File: src/ssmc_pkg.sv
// ----------------------------------------------------------------------------
// ssmc_pkg: shared types and constants of the shifted stack median combine
// Field widths, register indexes and the value reported for uncovered pixels.
// ----------------------------------------------------------------------------
`default_nettype none

package ssmc_pkg;

   // Field widths fixed by the item format
   localparam int POS_W    = 11;
   localparam int SAMPLE_W = 32;
   localparam int SHIFT_W  = 16;
   localparam int COORD_W  = 18;
   localparam int CNT_W    = 4;
   localparam int CSR_W    = 64;
   localparam int CSR_IDX_W = 3;
   localparam int PORT_FRAMES = 8;
   localparam int SHIFTS_PER_REG = 4;

   // Defaults of the top level parameters
   localparam int MAX_FRAMES_DEF = 8;
   localparam int IMAGE_SIZE_DEF = 2048;

   // Result of a pixel that some active frame does not reach (-1.0 in 24.8)
   localparam logic signed [SAMPLE_W-1:0] NOT_COVERED_VALUE = -32'sd256;

   typedef logic signed [SAMPLE_W-1:0] sample_type;
   typedef logic signed [SHIFT_W-1:0]  shift_type;
   typedef logic [POS_W-1:0]           pos_type;
   typedef logic [CNT_W-1:0]           count_type;

   // Register indexes of the configuration port
   localparam logic [CSR_IDX_W-1:0] CSR_FRAME_COUNT  = 3'd0;
   localparam logic [CSR_IDX_W-1:0] CSR_X_SHIFT_LOW  = 3'd1;
   localparam logic [CSR_IDX_W-1:0] CSR_X_SHIFT_HIGH = 3'd2;
   localparam logic [CSR_IDX_W-1:0] CSR_Y_SHIFT_LOW  = 3'd3;
   localparam logic [CSR_IDX_W-1:0] CSR_Y_SHIFT_HIGH = 3'd4;

endpackage

`default_nettype wire

File: src/ssmc_req_if.sv
// ----------------------------------------------------------------------------
// ssmc_req_if: request channel of the median combine
// One output pixel position and the sample of every frame at its shift.
// ----------------------------------------------------------------------------
`default_nettype none

interface ssmc_req_if;
   logic                 valid;
   logic                 ready;
   ssmc_pkg::pos_type    pos_x;
   ssmc_pkg::pos_type    pos_y;
   ssmc_pkg::sample_type sample_0;
   ssmc_pkg::sample_type sample_1;
   ssmc_pkg::sample_type sample_2;
   ssmc_pkg::sample_type sample_3;
   ssmc_pkg::sample_type sample_4;
   ssmc_pkg::sample_type sample_5;
   ssmc_pkg::sample_type sample_6;
   ssmc_pkg::sample_type sample_7;

   modport source (output valid, pos_x, pos_y, sample_0, sample_1, sample_2, sample_3,
                   sample_4, sample_5, sample_6, sample_7, input ready);
   modport sink (input valid, pos_x, pos_y, sample_0, sample_1, sample_2, sample_3,
                 sample_4, sample_5, sample_6, sample_7, output ready);
endinterface

`default_nettype wire

File: src/ssmc_rsp_if.sv
// ----------------------------------------------------------------------------
// ssmc_rsp_if: response channel of the median combine
// Combined pixel value and its coverage flag.
// ----------------------------------------------------------------------------
`default_nettype none

interface ssmc_rsp_if;
   logic                 valid;
   logic                 ready;
   ssmc_pkg::sample_type combined_value;
   logic                 covered;

   modport source (output valid, combined_value, covered, input ready);
   modport sink (input valid, combined_value, covered, output ready);
endinterface

`default_nettype wire

File: src/shifted_stack_median_combine_core.sv
// ----------------------------------------------------------------------------
// shifted_stack_median_combine_core: median combine of a shifted frame stack
// Each request item names an output pixel and carries one sample per frame,
// fetched at that frame's shifted position. The response item carries the
// lower median of the active samples, or -1.0 with covered clear when any
// active frame's shifted position falls outside the image.
// Channels: req (valid/ready, position and eight samples), rsp (valid/ready,
// combined value and covered flag). The csr port writes frame count and
// the packed x/y offsets; write it only while no item is in flight.
// Stages: bounds check, pairwise compare, rank select with output register;
// each stage holds its item in a register.
// Throughput: one item per cycle while rsp does not stall; every stage is
// registered and advances when its successor is empty or moving.
// Reset clears all stage valid bits, sets frame count to 1 and offsets to 0.
// When rsp stalls, the output register holds its item and the stages behind
// keep filling until full; req ready then drops, and nothing is lost.
// ----------------------------------------------------------------------------
`default_nettype none

module shifted_stack_median_combine_core #(
   parameter int MAX_FRAMES = ssmc_pkg::MAX_FRAMES_DEF,
   parameter int IMAGE_SIZE = ssmc_pkg::IMAGE_SIZE_DEF
) (
   input  wire logic                           clock,
   input  wire logic                           reset,
   ssmc_req_if.sink                            req,
   ssmc_rsp_if.source                          rsp,
   input  wire logic                           csr_we,
   input  wire logic [ssmc_pkg::CSR_IDX_W-1:0] csr_index,
   input  wire logic [ssmc_pkg::CSR_W-1:0]     csr_wdata
);

   localparam int RANK_W = (MAX_FRAMES > 1) ? $clog2(MAX_FRAMES) : 1;

   ssmc_pkg::sample_type   port_sample [ssmc_pkg::PORT_FRAMES];
   ssmc_pkg::sample_type   lane_sample [MAX_FRAMES];
   ssmc_pkg::shift_type    dx [MAX_FRAMES];
   ssmc_pkg::shift_type    dy [MAX_FRAMES];
   logic [MAX_FRAMES-1:0]  active;
   logic [RANK_W-1:0]      rank_sel;

   logic                   s1_valid, s1_ready, s1_ok;
   ssmc_pkg::sample_type   s1_sample [MAX_FRAMES];
   logic [MAX_FRAMES-1:0]  s1_active;
   logic [RANK_W-1:0]      s1_rank_sel;

   logic                   s2_valid, s2_ready, s2_ok;
   ssmc_pkg::sample_type   s2_sample [MAX_FRAMES];
   logic [MAX_FRAMES-1:0]  s2_active;
   logic [MAX_FRAMES-1:0]  s2_below [MAX_FRAMES];
   logic [RANK_W-1:0]      s2_rank_sel;

   // Gather the sample ports into lanes
   assign port_sample[0] = req.sample_0;
   assign port_sample[1] = req.sample_1;
   assign port_sample[2] = req.sample_2;
   assign port_sample[3] = req.sample_3;
   assign port_sample[4] = req.sample_4;
   assign port_sample[5] = req.sample_5;
   assign port_sample[6] = req.sample_6;
   assign port_sample[7] = req.sample_7;

   for (genvar f = 0; f < MAX_FRAMES; f++) begin : g_lane
      assign lane_sample[f] = port_sample[f];
   end

   ssmc_csr #(
      .MAX_FRAMES (MAX_FRAMES),
      .RANK_W     (RANK_W)
   ) u_csr (
      .clock     (clock),
      .reset     (reset),
      .csr_we    (csr_we),
      .csr_index (csr_index),
      .csr_wdata (csr_wdata),
      .dx        (dx),
      .dy        (dy),
      .active    (active),
      .rank_sel  (rank_sel)
   );

   ssmc_cover #(
      .MAX_FRAMES (MAX_FRAMES),
      .IMAGE_SIZE (IMAGE_SIZE),
      .RANK_W     (RANK_W)
   ) u_cover (
      .clock        (clock),
      .reset        (reset),
      .in_valid     (req.valid),
      .in_ready     (req.ready),
      .pos_x        (req.pos_x),
      .pos_y        (req.pos_y),
      .sample       (lane_sample),
      .dx           (dx),
      .dy           (dy),
      .active       (active),
      .rank_sel     (rank_sel),
      .out_valid    (s1_valid),
      .out_ready    (s1_ready),
      .out_sample   (s1_sample),
      .out_active   (s1_active),
      .out_rank_sel (s1_rank_sel),
      .out_ok       (s1_ok)
   );

   ssmc_rank #(
      .MAX_FRAMES (MAX_FRAMES),
      .RANK_W     (RANK_W)
   ) u_rank (
      .clock        (clock),
      .reset        (reset),
      .in_valid     (s1_valid),
      .in_ready     (s1_ready),
      .in_sample    (s1_sample),
      .in_active    (s1_active),
      .in_rank_sel  (s1_rank_sel),
      .in_ok        (s1_ok),
      .out_valid    (s2_valid),
      .out_ready    (s2_ready),
      .out_sample   (s2_sample),
      .out_active   (s2_active),
      .out_below    (s2_below),
      .out_rank_sel (s2_rank_sel),
      .out_ok       (s2_ok)
   );

   ssmc_select #(
      .MAX_FRAMES (MAX_FRAMES),
      .RANK_W     (RANK_W)
   ) u_select (
      .clock       (clock),
      .reset       (reset),
      .in_valid    (s2_valid),
      .in_ready    (s2_ready),
      .in_sample   (s2_sample),
      .in_active   (s2_active),
      .in_below    (s2_below),
      .in_rank_sel (s2_rank_sel),
      .in_ok       (s2_ok),
      .out_valid   (rsp.valid),
      .out_ready   (rsp.ready),
      .out_value   (rsp.combined_value),
      .out_covered (rsp.covered)
   );

endmodule

`default_nettype wire

File: src/ssmc_csr.sv
// ----------------------------------------------------------------------------
// ssmc_csr: configuration registers
// Holds frame count and frame offsets; decodes active lanes and median rank.
// ----------------------------------------------------------------------------
`default_nettype none

module ssmc_csr #(
   parameter int MAX_FRAMES = ssmc_pkg::MAX_FRAMES_DEF,
   parameter int RANK_W     = 3
) (
   input  wire logic                            clock,
   input  wire logic                            reset,
   input  wire logic                            csr_we,
   input  wire logic [ssmc_pkg::CSR_IDX_W-1:0]  csr_index,
   input  wire logic [ssmc_pkg::CSR_W-1:0]      csr_wdata,
   output ssmc_pkg::shift_type                  dx [MAX_FRAMES],
   output ssmc_pkg::shift_type                  dy [MAX_FRAMES],
   output logic [MAX_FRAMES-1:0]                active,
   output logic [RANK_W-1:0]                    rank_sel
);

   localparam int SW = ssmc_pkg::SHIFT_W;
   localparam int PR = ssmc_pkg::SHIFTS_PER_REG;

   ssmc_pkg::count_type               frame_count_ff, frame_count_in;
   logic [ssmc_pkg::CSR_W-1:0]        x_lo_ff, x_lo_in, x_hi_ff, x_hi_in;
   logic [ssmc_pkg::CSR_W-1:0]        y_lo_ff, y_lo_in, y_hi_ff, y_hi_in;
   ssmc_pkg::count_type               n_act;

   // Decode register writes
   always_comb begin
      frame_count_in = frame_count_ff;
      x_lo_in = x_lo_ff;
      x_hi_in = x_hi_ff;
      y_lo_in = y_lo_ff;
      y_hi_in = y_hi_ff;
      if (csr_we) begin
         case (csr_index)
            ssmc_pkg::CSR_FRAME_COUNT:  frame_count_in = csr_wdata[ssmc_pkg::CNT_W-1:0];
            ssmc_pkg::CSR_X_SHIFT_LOW:  x_lo_in = csr_wdata;
            ssmc_pkg::CSR_X_SHIFT_HIGH: x_hi_in = csr_wdata;
            ssmc_pkg::CSR_Y_SHIFT_LOW:  y_lo_in = csr_wdata;
            ssmc_pkg::CSR_Y_SHIFT_HIGH: y_hi_in = csr_wdata;
            default: ;
         endcase
      end
   end

   always_ff @(posedge clock) begin
      if (reset) begin
         frame_count_ff <= ssmc_pkg::CNT_W'(1);
         x_lo_ff <= '0;
         x_hi_ff <= '0;
         y_lo_ff <= '0;
         y_hi_ff <= '0;
      end else begin
         frame_count_ff <= frame_count_in;
         x_lo_ff <= x_lo_in;
         x_hi_ff <= x_hi_in;
         y_lo_ff <= y_lo_in;
         y_hi_ff <= y_hi_in;
      end
   end

   // Clamp frame count to 1..MAX_FRAMES and pick the lower median rank
   always_comb begin
      if (frame_count_ff == '0) begin
         n_act = ssmc_pkg::CNT_W'(1);
      end else if (frame_count_ff > ssmc_pkg::CNT_W'(MAX_FRAMES)) begin
         n_act = ssmc_pkg::CNT_W'(MAX_FRAMES);
      end else begin
         n_act = frame_count_ff;
      end
      rank_sel = RANK_W'((n_act - ssmc_pkg::CNT_W'(1)) >> 1);
   end

   // Slice the per-frame offsets out of the packed registers
   for (genvar f = 0; f < MAX_FRAMES; f++) begin : g_lane
      if (f < PR) begin : g_lo
         assign dx[f] = x_lo_ff[SW*f +: SW];
         assign dy[f] = y_lo_ff[SW*f +: SW];
      end else begin : g_hi
         assign dx[f] = x_hi_ff[SW*(f-PR) +: SW];
         assign dy[f] = y_hi_ff[SW*(f-PR) +: SW];
      end
      assign active[f] = (ssmc_pkg::CNT_W'(f) < n_act);
   end

endmodule

`default_nettype wire

File: src/ssmc_cover.sv
// ----------------------------------------------------------------------------
// ssmc_cover: coverage stage
// Checks each active frame's shifted position against the image bounds.
// ----------------------------------------------------------------------------
`default_nettype none

module ssmc_cover #(
   parameter int MAX_FRAMES = ssmc_pkg::MAX_FRAMES_DEF,
   parameter int IMAGE_SIZE = ssmc_pkg::IMAGE_SIZE_DEF,
   parameter int RANK_W     = 3
) (
   input  wire logic              clock,
   input  wire logic              reset,
   input  wire logic              in_valid,
   output logic                   in_ready,
   input  wire ssmc_pkg::pos_type    pos_x,
   input  wire ssmc_pkg::pos_type    pos_y,
   input  wire ssmc_pkg::sample_type sample [MAX_FRAMES],
   input  wire ssmc_pkg::shift_type  dx [MAX_FRAMES],
   input  wire ssmc_pkg::shift_type  dy [MAX_FRAMES],
   input  wire logic [MAX_FRAMES-1:0] active,
   input  wire logic [RANK_W-1:0] rank_sel,
   output logic                   out_valid,
   input  wire logic              out_ready,
   output ssmc_pkg::sample_type   out_sample [MAX_FRAMES],
   output logic [MAX_FRAMES-1:0]  out_active,
   output logic [RANK_W-1:0]      out_rank_sel,
   output logic                   out_ok
);

   localparam int CW = ssmc_pkg::COORD_W;
   localparam int SW = ssmc_pkg::SHIFT_W;
   localparam logic signed [CW-1:0] IMG_LIM = CW'(IMAGE_SIZE);

   logic                   valid_ff, valid_in;
   ssmc_pkg::sample_type   sample_ff [MAX_FRAMES];
   logic [MAX_FRAMES-1:0]  active_ff;
   logic [RANK_W-1:0]      rank_sel_ff;
   logic                   ok_ff, ok_in;
   logic signed [CW-1:0]   px, py;
   logic [MAX_FRAMES-1:0]  miss;

   assign in_ready = !valid_ff || out_ready;
   assign valid_in = in_ready ? in_valid : valid_ff;

   assign px = $signed({{(CW-ssmc_pkg::POS_W){1'b0}}, pos_x});
   assign py = $signed({{(CW-ssmc_pkg::POS_W){1'b0}}, pos_y});

   // Flag lanes whose shifted position leaves the image
   for (genvar f = 0; f < MAX_FRAMES; f++) begin : g_lane
      logic signed [CW-1:0] sx, sy;
      assign sx = px + $signed({{(CW-SW){dx[f][SW-1]}}, dx[f]});
      assign sy = py - $signed({{(CW-SW){dy[f][SW-1]}}, dy[f]});
      assign miss[f] = active[f] &&
                       (sx < $signed(CW'(0)) || sx >= IMG_LIM ||
                        sy < $signed(CW'(0)) || sy >= IMG_LIM);
   end

   assign ok_in = (px < IMG_LIM) && (py < IMG_LIM) && (miss == '0);

   always_ff @(posedge clock) begin
      if (reset) begin
         valid_ff <= 1'b0;
      end else begin
         valid_ff <= valid_in;
      end
   end

   // Load payload on accept
   always_ff @(posedge clock) begin
      if (in_valid && in_ready) begin
         sample_ff   <= sample;
         active_ff   <= active;
         rank_sel_ff <= rank_sel;
         ok_ff       <= ok_in;
      end
   end

   assign out_valid    = valid_ff;
   assign out_sample   = sample_ff;
   assign out_active   = active_ff;
   assign out_rank_sel = rank_sel_ff;
   assign out_ok       = ok_ff;

endmodule

`default_nettype wire

File: src/ssmc_rank.sv
// ----------------------------------------------------------------------------
// ssmc_rank: compare stage
// Builds the pairwise order matrix of the active samples, ties by lane.
// ----------------------------------------------------------------------------
`default_nettype none

module ssmc_rank #(
   parameter int MAX_FRAMES = ssmc_pkg::MAX_FRAMES_DEF,
   parameter int RANK_W     = 3
) (
   input  wire logic              clock,
   input  wire logic              reset,
   input  wire logic              in_valid,
   output logic                   in_ready,
   input  wire ssmc_pkg::sample_type in_sample [MAX_FRAMES],
   input  wire logic [MAX_FRAMES-1:0] in_active,
   input  wire logic [RANK_W-1:0] in_rank_sel,
   input  wire logic              in_ok,
   output logic                   out_valid,
   input  wire logic              out_ready,
   output ssmc_pkg::sample_type   out_sample [MAX_FRAMES],
   output logic [MAX_FRAMES-1:0]  out_active,
   output logic [MAX_FRAMES-1:0]  out_below [MAX_FRAMES],
   output logic [RANK_W-1:0]      out_rank_sel,
   output logic                   out_ok
);

   logic                   valid_ff, valid_in;
   ssmc_pkg::sample_type   sample_ff [MAX_FRAMES];
   logic [MAX_FRAMES-1:0]  active_ff;
   logic [MAX_FRAMES-1:0]  below_ff [MAX_FRAMES];
   logic [MAX_FRAMES-1:0]  below_in [MAX_FRAMES];
   logic [RANK_W-1:0]      rank_sel_ff;
   logic                   ok_ff;

   assign in_ready = !valid_ff || out_ready;
   assign valid_in = in_ready ? in_valid : valid_ff;

   // below[i][j]: active lane j sorts ahead of lane i
   for (genvar i = 0; i < MAX_FRAMES; i++) begin : g_row
      for (genvar j = 0; j < MAX_FRAMES; j++) begin : g_col
         if (j < i) begin : g_lo
            assign below_in[i][j] = in_active[j] && (in_sample[j] <= in_sample[i]);
         end else if (j > i) begin : g_hi
            assign below_in[i][j] = in_active[j] && (in_sample[j] < in_sample[i]);
         end else begin : g_diag
            assign below_in[i][j] = 1'b0;
         end
      end
   end

   always_ff @(posedge clock) begin
      if (reset) begin
         valid_ff <= 1'b0;
      end else begin
         valid_ff <= valid_in;
      end
   end

   // Load payload on accept
   always_ff @(posedge clock) begin
      if (in_valid && in_ready) begin
         sample_ff   <= in_sample;
         active_ff   <= in_active;
         below_ff    <= below_in;
         rank_sel_ff <= in_rank_sel;
         ok_ff       <= in_ok;
      end
   end

   assign out_valid    = valid_ff;
   assign out_sample   = sample_ff;
   assign out_active   = active_ff;
   assign out_below    = below_ff;
   assign out_rank_sel = rank_sel_ff;
   assign out_ok       = ok_ff;

endmodule

`default_nettype wire

File: src/ssmc_select.sv
// ----------------------------------------------------------------------------
// ssmc_select: select stage and output register
// Counts each lane's rank and drives the lane at the median rank.
// ----------------------------------------------------------------------------
`default_nettype none

module ssmc_select #(
   parameter int MAX_FRAMES = ssmc_pkg::MAX_FRAMES_DEF,
   parameter int RANK_W     = 3
) (
   input  wire logic              clock,
   input  wire logic              reset,
   input  wire logic              in_valid,
   output logic                   in_ready,
   input  wire ssmc_pkg::sample_type in_sample [MAX_FRAMES],
   input  wire logic [MAX_FRAMES-1:0] in_active,
   input  wire logic [MAX_FRAMES-1:0] in_below [MAX_FRAMES],
   input  wire logic [RANK_W-1:0] in_rank_sel,
   input  wire logic              in_ok,
   output logic                   out_valid,
   input  wire logic              out_ready,
   output ssmc_pkg::sample_type   out_value,
   output logic                   out_covered
);

   logic                   valid_ff, valid_in;
   ssmc_pkg::sample_type   value_ff, value_in;
   logic                   covered_ff;
   logic [RANK_W-1:0]      rank [MAX_FRAMES];
   logic [MAX_FRAMES-1:0]  hit;

   assign in_ready = !valid_ff || out_ready;
   assign valid_in = in_ready ? in_valid : valid_ff;

   // Rank of each lane is the count of lanes sorting ahead of it
   always_comb begin
      for (int i = 0; i < MAX_FRAMES; i++) begin
         rank[i] = '0;
         for (int j = 0; j < MAX_FRAMES; j++) begin
            rank[i] = rank[i] + RANK_W'(in_below[i][j]);
         end
         hit[i] = in_active[i] && (rank[i] == in_rank_sel);
      end
   end

   // Exactly one active lane holds the selected rank
   always_comb begin
      value_in = '0;
      for (int i = 0; i < MAX_FRAMES; i++) begin
         value_in = value_in | (hit[i] ? in_sample[i] : '0);
      end
      if (!in_ok) begin
         value_in = ssmc_pkg::NOT_COVERED_VALUE;
      end
   end

   always_ff @(posedge clock) begin
      if (reset) begin
         valid_ff <= 1'b0;
      end else begin
         valid_ff <= valid_in;
      end
   end

   // Load result on accept
   always_ff @(posedge clock) begin
      if (in_valid && in_ready) begin
         value_ff   <= value_in;
         covered_ff <= in_ok;
      end
   end

   assign out_valid   = valid_ff;
   assign out_value   = value_ff;
   assign out_covered = covered_ff;

endmodule

`default_nettype wire
File: src/flat_wrapper.sv
// flat-port wrapper written by rule: the top's interface ports become plain ports
module shifted_stack_median_combine_core_flat 
#(
   parameter int MAX_FRAMES = ssmc_pkg::MAX_FRAMES_DEF,
   parameter int IMAGE_SIZE = ssmc_pkg::IMAGE_SIZE_DEF
)
  (clock, reset, csr_we, csr_index, csr_wdata, req_valid, req_pos_x, req_pos_y, req_sample_0, req_sample_1, req_sample_2, req_sample_3, req_sample_4, req_sample_5, req_sample_6, req_sample_7, req_ready, rsp_valid, rsp_combined_value, rsp_covered, rsp_ready);
  ssmc_req_if req_i ();
  ssmc_rsp_if rsp_i ();
  input  wire logic clock;
  input  wire logic reset;
  input  wire logic csr_we;
  input  wire logic [ssmc_pkg::CSR_IDX_W-1:0] csr_index;
  input  wire logic [ssmc_pkg::CSR_W-1:0] csr_wdata;
  input wire logic [$bits(req_i.valid)-1:0] req_valid;
  input wire logic [$bits(req_i.pos_x)-1:0] req_pos_x;
  input wire logic [$bits(req_i.pos_y)-1:0] req_pos_y;
  input wire logic [$bits(req_i.sample_0)-1:0] req_sample_0;
  input wire logic [$bits(req_i.sample_1)-1:0] req_sample_1;
  input wire logic [$bits(req_i.sample_2)-1:0] req_sample_2;
  input wire logic [$bits(req_i.sample_3)-1:0] req_sample_3;
  input wire logic [$bits(req_i.sample_4)-1:0] req_sample_4;
  input wire logic [$bits(req_i.sample_5)-1:0] req_sample_5;
  input wire logic [$bits(req_i.sample_6)-1:0] req_sample_6;
  input wire logic [$bits(req_i.sample_7)-1:0] req_sample_7;
  output wire logic [$bits(req_i.ready)-1:0] req_ready;
  output wire logic [$bits(rsp_i.valid)-1:0] rsp_valid;
  output wire logic [$bits(rsp_i.combined_value)-1:0] rsp_combined_value;
  output wire logic [$bits(rsp_i.covered)-1:0] rsp_covered;
  input wire logic [$bits(rsp_i.ready)-1:0] rsp_ready;
  assign req_i.valid = req_valid;
  assign req_i.pos_x = req_pos_x;
  assign req_i.pos_y = req_pos_y;
  assign req_i.sample_0 = req_sample_0;
  assign req_i.sample_1 = req_sample_1;
  assign req_i.sample_2 = req_sample_2;
  assign req_i.sample_3 = req_sample_3;
  assign req_i.sample_4 = req_sample_4;
  assign req_i.sample_5 = req_sample_5;
  assign req_i.sample_6 = req_sample_6;
  assign req_i.sample_7 = req_sample_7;
  assign req_ready = req_i.ready;
  assign rsp_valid = rsp_i.valid;
  assign rsp_combined_value = rsp_i.combined_value;
  assign rsp_covered = rsp_i.covered;
  assign rsp_i.ready = rsp_ready;
  shifted_stack_median_combine_core #(.MAX_FRAMES(MAX_FRAMES), .IMAGE_SIZE(IMAGE_SIZE)) u_core (.clock(clock), .reset(reset), .req(req_i), .rsp(rsp_i), .csr_we(csr_we), .csr_index(csr_index), .csr_wdata(csr_wdata));
endmodule
File: config.mk
export PLATFORM = sky130hd
export DESIGN_NAME = shifted_stack_median_combine_core_flat
export DESIGN_NICKNAME = d
export VERILOG_FILES = /design/src/ssmc_pkg.sv /design/src/ssmc_req_if.sv /design/src/ssmc_rsp_if.sv /design/src/shifted_stack_median_combine_core.sv /design/src/ssmc_csr.sv /design/src/ssmc_cover.sv /design/src/ssmc_rank.sv /design/src/ssmc_select.sv /design/src/flat_wrapper.sv
export SDC_FILE = /design/constraint.sdc
export NUM_CORES = 2
export LEC_CHECK = 0
export BUFFER_PORTS_ARGS = -buffer_cell sky130_fd_sc_hd__buf_4
export CORE_UTILIZATION = 67
export DETAILED_ROUTE_END_ITERATION = 12
export HOLD_SLACK_MARGIN = 0.15
export PLACE_DENSITY = 0.87
export SLEW_MARGIN = 20
export SYNTH_ARGS = -nofsm -noshare
export SYNTH_HDL_FRONTEND = slang
export SYNTH_SLANG_ARGS = --single-unit
File: constraint.sdc
create_clock -name clock -period 46.1 [get_ports clock]
set_clock_uncertainty 0.05 [all_clocks]
set_input_delay 2.305 -clock clock [delete_from_list [all_inputs] [get_ports clock]]
set_output_delay 2.305 -clock clock [all_outputs]
set_load 0.1 [all_outputs]
======== Yosys cells after proc, flatten, opt, wreduce, memory -nomap -nowiden ========
Cells that the tools add are included.
W data, S select, Z words.
storage, ports and cells
  register bits ........................... 888
  bits in latches ......................... 0
  bits in writable memories ............... 0
  ROM bits ................................ 0
  input port bits ......................... 350
  output and inout port bits .............. 35
  memories ................................ 0
operators by class
  $add $sub $neg .......................... 65
  $mul .................................... 0
  divide/modulo/power cells ............... 0
  magnitude comparators ................... 99
  equality and inequality tests ........... 12
  shift operators ......................... 0
  multiplexer cells ....................... 10
  bitwise operators ....................... 7
  reductions and logical operators ........ 115
operator list
  operator                count
  $le A32 B32 Y1          28
  $lt A32 B32 Y1          28
  $ge A17 B13 Y1 const B  16
  $lt A17 B1 Y1 const B   16
  $mux W32                8
  $or A32 B32 Y32         7
  $add A12 B16 Y17        8
  $sub A12 B16 Y17        8
  $add A3 B1 Y3           32
  $logic_and A1 B1 Y1     77
  $logic_or A1 B1 Y1      27
  $add A2 B1 Y3           8
  $eq A3 B3 Y1            8
  $lt A11 B12 Y1 const B  2
  $add A1 B1 Y2           8
  $lt A3 B4 Y1 const A    4
  $reduce_and A2 Y1       5
  $logic_not A8 Y1        1
  $lt A1 B4 Y1 const A    2
  $lt A2 B4 Y1 const A    2
  $mux W4                 2
  $eq A3 B2 Y1 const B    2
  $gt A4 B4 Y1 const B    1
  $logic_not A4 Y1        1
  other kinds (5)         7

======== Longest topological paths before layout ========
  depth after elaboration ................. 16
  gate-level depth with buffers ........... 12
  depth with buffers taken out ............ 12

======== Modules after synthesis ========
From an unflattened synthesis, not the netlist that was laid out.
second synthesis, totals
  cell total of the unflattened synthesis .. 5442
  area total of the unflattened synthesis .. 59628.4 um^2
modules (own cells, without submodules)
  module       instances  cells an instance  area an instance (um^2)  seq. area each (um^2)
  ssmc_rank    1          2968               30580.6                  9749.4
  ssmc_cover   1          1140               14488.9                  8067.7
  ssmc_csr     1          941                10425.0                  5205.0
  ssmc_select  1          393                4134.0                   1011.0

======== Worst setup path after synthesis ========
Ideal clock, no wire load.
  path kind ............................... input-to-reg
  start point ............................. input rsp_ready
  end point ............................... register u_core.u_rank.active_ff[0] (netlist: u_core.u_rank.out_active[0]) (enable)
  setup time .............................. 1.506 ns
  arrival ................................. 25.687 ns
  required time ........................... 44.544 ns
  slack ................................... 18.857 ns
  stages .................................. 2
  buffers on the path ..................... 0
  cells stage by stage .................... nor2b_1 a21boi_0
on the way
  longest elaborated chain between the ends .. 3
ends and longest elaborated chain
  item                    RTL line            RTL
  start: declaration      flat_wrapper.sv:30  input wire logic [$bits(rsp_i.ready)-1:0] rsp_ready;
  $logic_or A1 B1 Y1      ssmc_select.sv:32   assign in_ready = !valid_ff || out_ready;
  $logic_or A1 B1 Y1      ssmc_rank.sv:36     assign in_ready = !valid_ff || out_ready;
  $logic_and A1 B1 Y1     ssmc_rank.sv:62     if (in_valid && in_ready) begin
  end signal: assignment  ssmc_rank.sv:64     active_ff <= in_active;
  end: declaration        ssmc_rank.sv:30     logic [MAX_FRAMES-1:0] active_ff;
No other way between the ends.
A chain may end at the register's enable or synchronous reset.

======== Worst setup path in the final report ========
  start point ............................. input rsp_ready
  end point ............................... output req_ready
on the way
  longest elaborated chain between the ends .. 3
ends and longest elaborated chain
  item                RTL line            RTL
  $logic_or A1 B1 Y1  ssmc_select.sv:32
  $logic_or A1 B1 Y1  ssmc_rank.sv:36
  $logic_or A1 B1 Y1  ssmc_cover.sv:43    assign in_ready = !valid_ff || out_ready;
  end: declaration    flat_wrapper.sv:26  output wire logic [$bits(req_i.ready)-1:0] req_ready;
No other way between the ends.

==> results.md <==
* Commonest non-fill, non-tap cell in the layout: ha_1
* Final min period at 5.81 ns
* Worst-path maximum fanout at 6
* Outcome: completed
* Worst Hold Depth at 0
* Grt ovf at 0
* Max clock buf depth at 3
* Async S/R FF share, synth at 0%
* WP data arrival at about 3.5 ns
* Hold crit path type: register to register
* Reg clk slew, reported paths at ~0.060 ns
* Period utilization at 12.6%
* Vias in the first global route at roughly 47000
* Slew Viols, Final at 0
* EDFF count, synth at 625
* Crit Path Category: primary input to output pin
* Root buffer cell: clkbuf_16
* Highest achievable clock rate at approximately 0.17 GHz
* P_int at ~1.5 mW
* Design area at 64700 sq um
* Adder-cell share of the synthesized area at about a quarter
* CTS Sinks at 888
* Avg WL per Cell at roughly 26 um
* TritonCTS clock tree: yes
* Critical Path Sink Type: output pin
* Die Wd at 295 um
* Post-synthesis mux area share at less than 1%
* Total track usage at a little over two fifths
* IO Pins at just under 400
* Ys Warns at 0
* Port Buffer Count at around 380
* Synth Register Bits at between 800 and 900
* VDD IR max at 40.8 uV
* Area Overhead vs Synth at 12.6%
* Leak at 28.8 nW
* Layout cells sized above 1 at approximately a tenth
* Total routed wirelength at 186000 um
* Most frequent cells in the layout: ha_1 (1075), nand2_1 (665), edfxtp_1 (625), a21oi_1 (518), buf_4 (421)
* Core Footprint at between 80000 and 90000 sq um
* Die area at between 80000 and 90000 sq um
* Mapped Cells at ~5500
* Compound-Gate Fraction of Synth Area at between 10% and 20%
* Syn Std Cell Area at 57400 sq um
* Fin Setup TNS at 0 ns
* Post-DP HPWL at 137000 um
* Fin. Hold Viols at 0
* Max Cap Violations at 0
* Number of core rows at 107
* First drt pass iteration count at 9
* First-pass GRT wire length at about 270000 um
* Post-synth cell types at 93
* Final setup violation count at 0
* Synthesized area per cell at roughly 10 sq um
* H-tree levels at 3
* Clk network pwr share at roughly a third
* NetSw at 0.680 mW
* Yosys top cell by area: edfxtp_1
* Residual DRC at 0
* Required @ worst endpoint at 43.74 ns
* Via count at between 40000 and 50000
* Switching part of the total at between 30% and 40%
* Pwr dens at ~34 nW/um^2
* Main combinational cell family by area after synthesis: adder cells
* Reg2Reg Setup Slack at between 40 and 50 ns
* Hold buffer count at CTS at 0
* Post-CTS sizing at 0
* Worst-margin pin slew at between 1 and 1.5 ns
* Placed cell areas at around 60000 sq um
* Nets at 7374
* Initial antenna violation count at 8
* Skew-Pair Late Insertion Delay at 0.69 ns
* Synth top area share at about a third
* Area contributors post-synth: edfxtp_1 (33%), ha_1 (23%), dfxtp_1 (9.2%)
* Placed cells at roughly 7000
* Sequential-to-total area share from yosys stat at a little over two fifths
* RSZ-0062 raised after global routing: false
* Post-CTS setup buffer count at 0
* Comb pwr share at a little over a fifth
* Synth Area in XOR/XNOR at less than 1%
* Die H at 295 um
* Ys flop type: edfxtp_1
* 1st-iter DRT viols at 5320
* CP startpoint kind: primary input
* Antenna Nets Post-Route at 0
* Vias per cell at between 6 and 7
* Flop pwr share at 44.4%
* Post-Syn Nets at around 7000
* CTS Buf Count at 93
* Non-Filler Instances at slightly above 7000
* Simple-gate share of the synthesized area at around 12%
* Initial Utilization at between 60% and 70%
* Largest net degree at the start of global routing at between 150 and 200
* Slew HR at around 17%
* Final Wtd Congestion at between 1 and 1.5
* Reg2reg path depth at 10
-- synth_stat cells, types with 48 or more instances --
master / count
ha_1: 1075
nand2_1: 665
edfxtp_1: 625
a21oi_1: 518
inv_1: 409
a21o_1: 367
dfxtp_1: 263
nand4_1: 232
nor2_1: 183
o21ai_0: 164
clkbuf_1: 102
nor2b_1: 96
nor3_1: 60
fa_1: 48
-- cells by family (layout without fill, tap and decap cells) --
group	count (synthesis)	count (layout)
adder cells (fa/ha/maj)	1123	1123
XOR/XNOR	42	42
buffers and inverters	523	1002
other	1	2
flip-flops	888	888
AND/OR/NAND/NOR	1449	1449
multiplexers	27	27
AO/OA/AOI/OAI	1444	1444
-- power by group through the flow --
stage / logic, mW / registers (mW) / clock network [mW]
6_report: 0.485 / 0.978 / 0.741
5_1_grt: 0.533 / 0.975 / 0.769
4_1_cts: 0.474 / 0.970 / 0.743
3_5_place_dp: 0.468 / 0.985 / 0
3_3_place_gp: 0.443 / 0.985 / 0
2_1_floorplan: 0.306 / 0.978 / 0
-- worst max-delay path: stages --
cell	delay (ns)
buf_4	0.11
nor2b_1	0.57
nand3_1	0.19
buf_4	0.28
-- registers in the layout, indices dropped and copies added, names as in the netlist --
| name | cells |
|---|---|
| u_core.u_cover.out_sample | 256 |
| u_core.u_csr.x_lo_ff | 64 |
| u_core.u_cover.out_active | 8 |
| u_core.u_cover.out_rank_sel | 3 |
| u_core.u_csr.frame_count_ff | 4 |
| u_core.u_select.out_value | 32 |
| u_core.u_rank.out_valid | 1 |
| u_core.u_rank.out_active | 8 |
| u_core.u_rank.out_sample | 256 |
| u_core.u_rank.out_rank_sel | 3 |
| u_core.u_rank.out_below | 56 |
| u_core.u_select.out_valid | 1 |
| u_core.u_cover.out_valid | 1 |
| u_core.u_select.out_covered | 1 |
| u_core.u_csr.y_hi_ff | 64 |
| u_core.u_csr.y_lo_ff | 64 |
| u_core.u_csr.x_hi_ff | 64 |
| u_core.u_cover.out_ok | 1 |
| u_core.u_rank.out_ok | 1 |
-- final timing paths --
path	start	end
min	u_core.u_cover.out_rank_sel[0]	u_core.u_rank.out_rank_sel[0]
max	rsp_ready	req_ready
max reg2reg	u_core.u_rank.out_below[32]	u_core.u_select.out_value[3]
min reg2reg	u_core.u_cover.out_rank_sel[0]	u_core.u_rank.out_rank_sel[0]
-- per-layer routing --
layer / wire, um / vias up / track usage (%)
met5: 97 / - / 0
met4: 15400 / 14 / 30.1
met3: 23800 / 793 / 10.2
met2: 81800 / 3243 / 65.8
met1: 64800 / 22500 / 51.1
li1: - / 21400 / -
-- stage by stage --
step | utilization [%] | hold WS (ns) | power [mW] | worst slack (ns)
floorplan | - | 0.350 | 1.28 | 18.86
finish | 76.1 | 0.365 | 2.20 | 40.29
detailed placement | 72.6 | 0.357 | 1.45 | 40.02
CTS | 76.1 | 0.370 | 2.19 | 40.29
global placement | 72.6 | 0.353 | 1.43 | 40.14
global route | 76.1 | 0.372 | 2.28 | 40.20
-- cell type report --
cell class | instances | area (sq um)
multi-input combinational | 4086 | 31500
antenna | 1 | 2.50
sequential | 888 | 24000
fill | 5608 | 20300
clock inverter | 53 | 457
clock buffer | 117 | 2500
inverter | 409 | 1540
tap | 1144 | 1430
timing repair buffer | 423 | 3190
No activity file was read; power rests on OpenSTA's default activity.
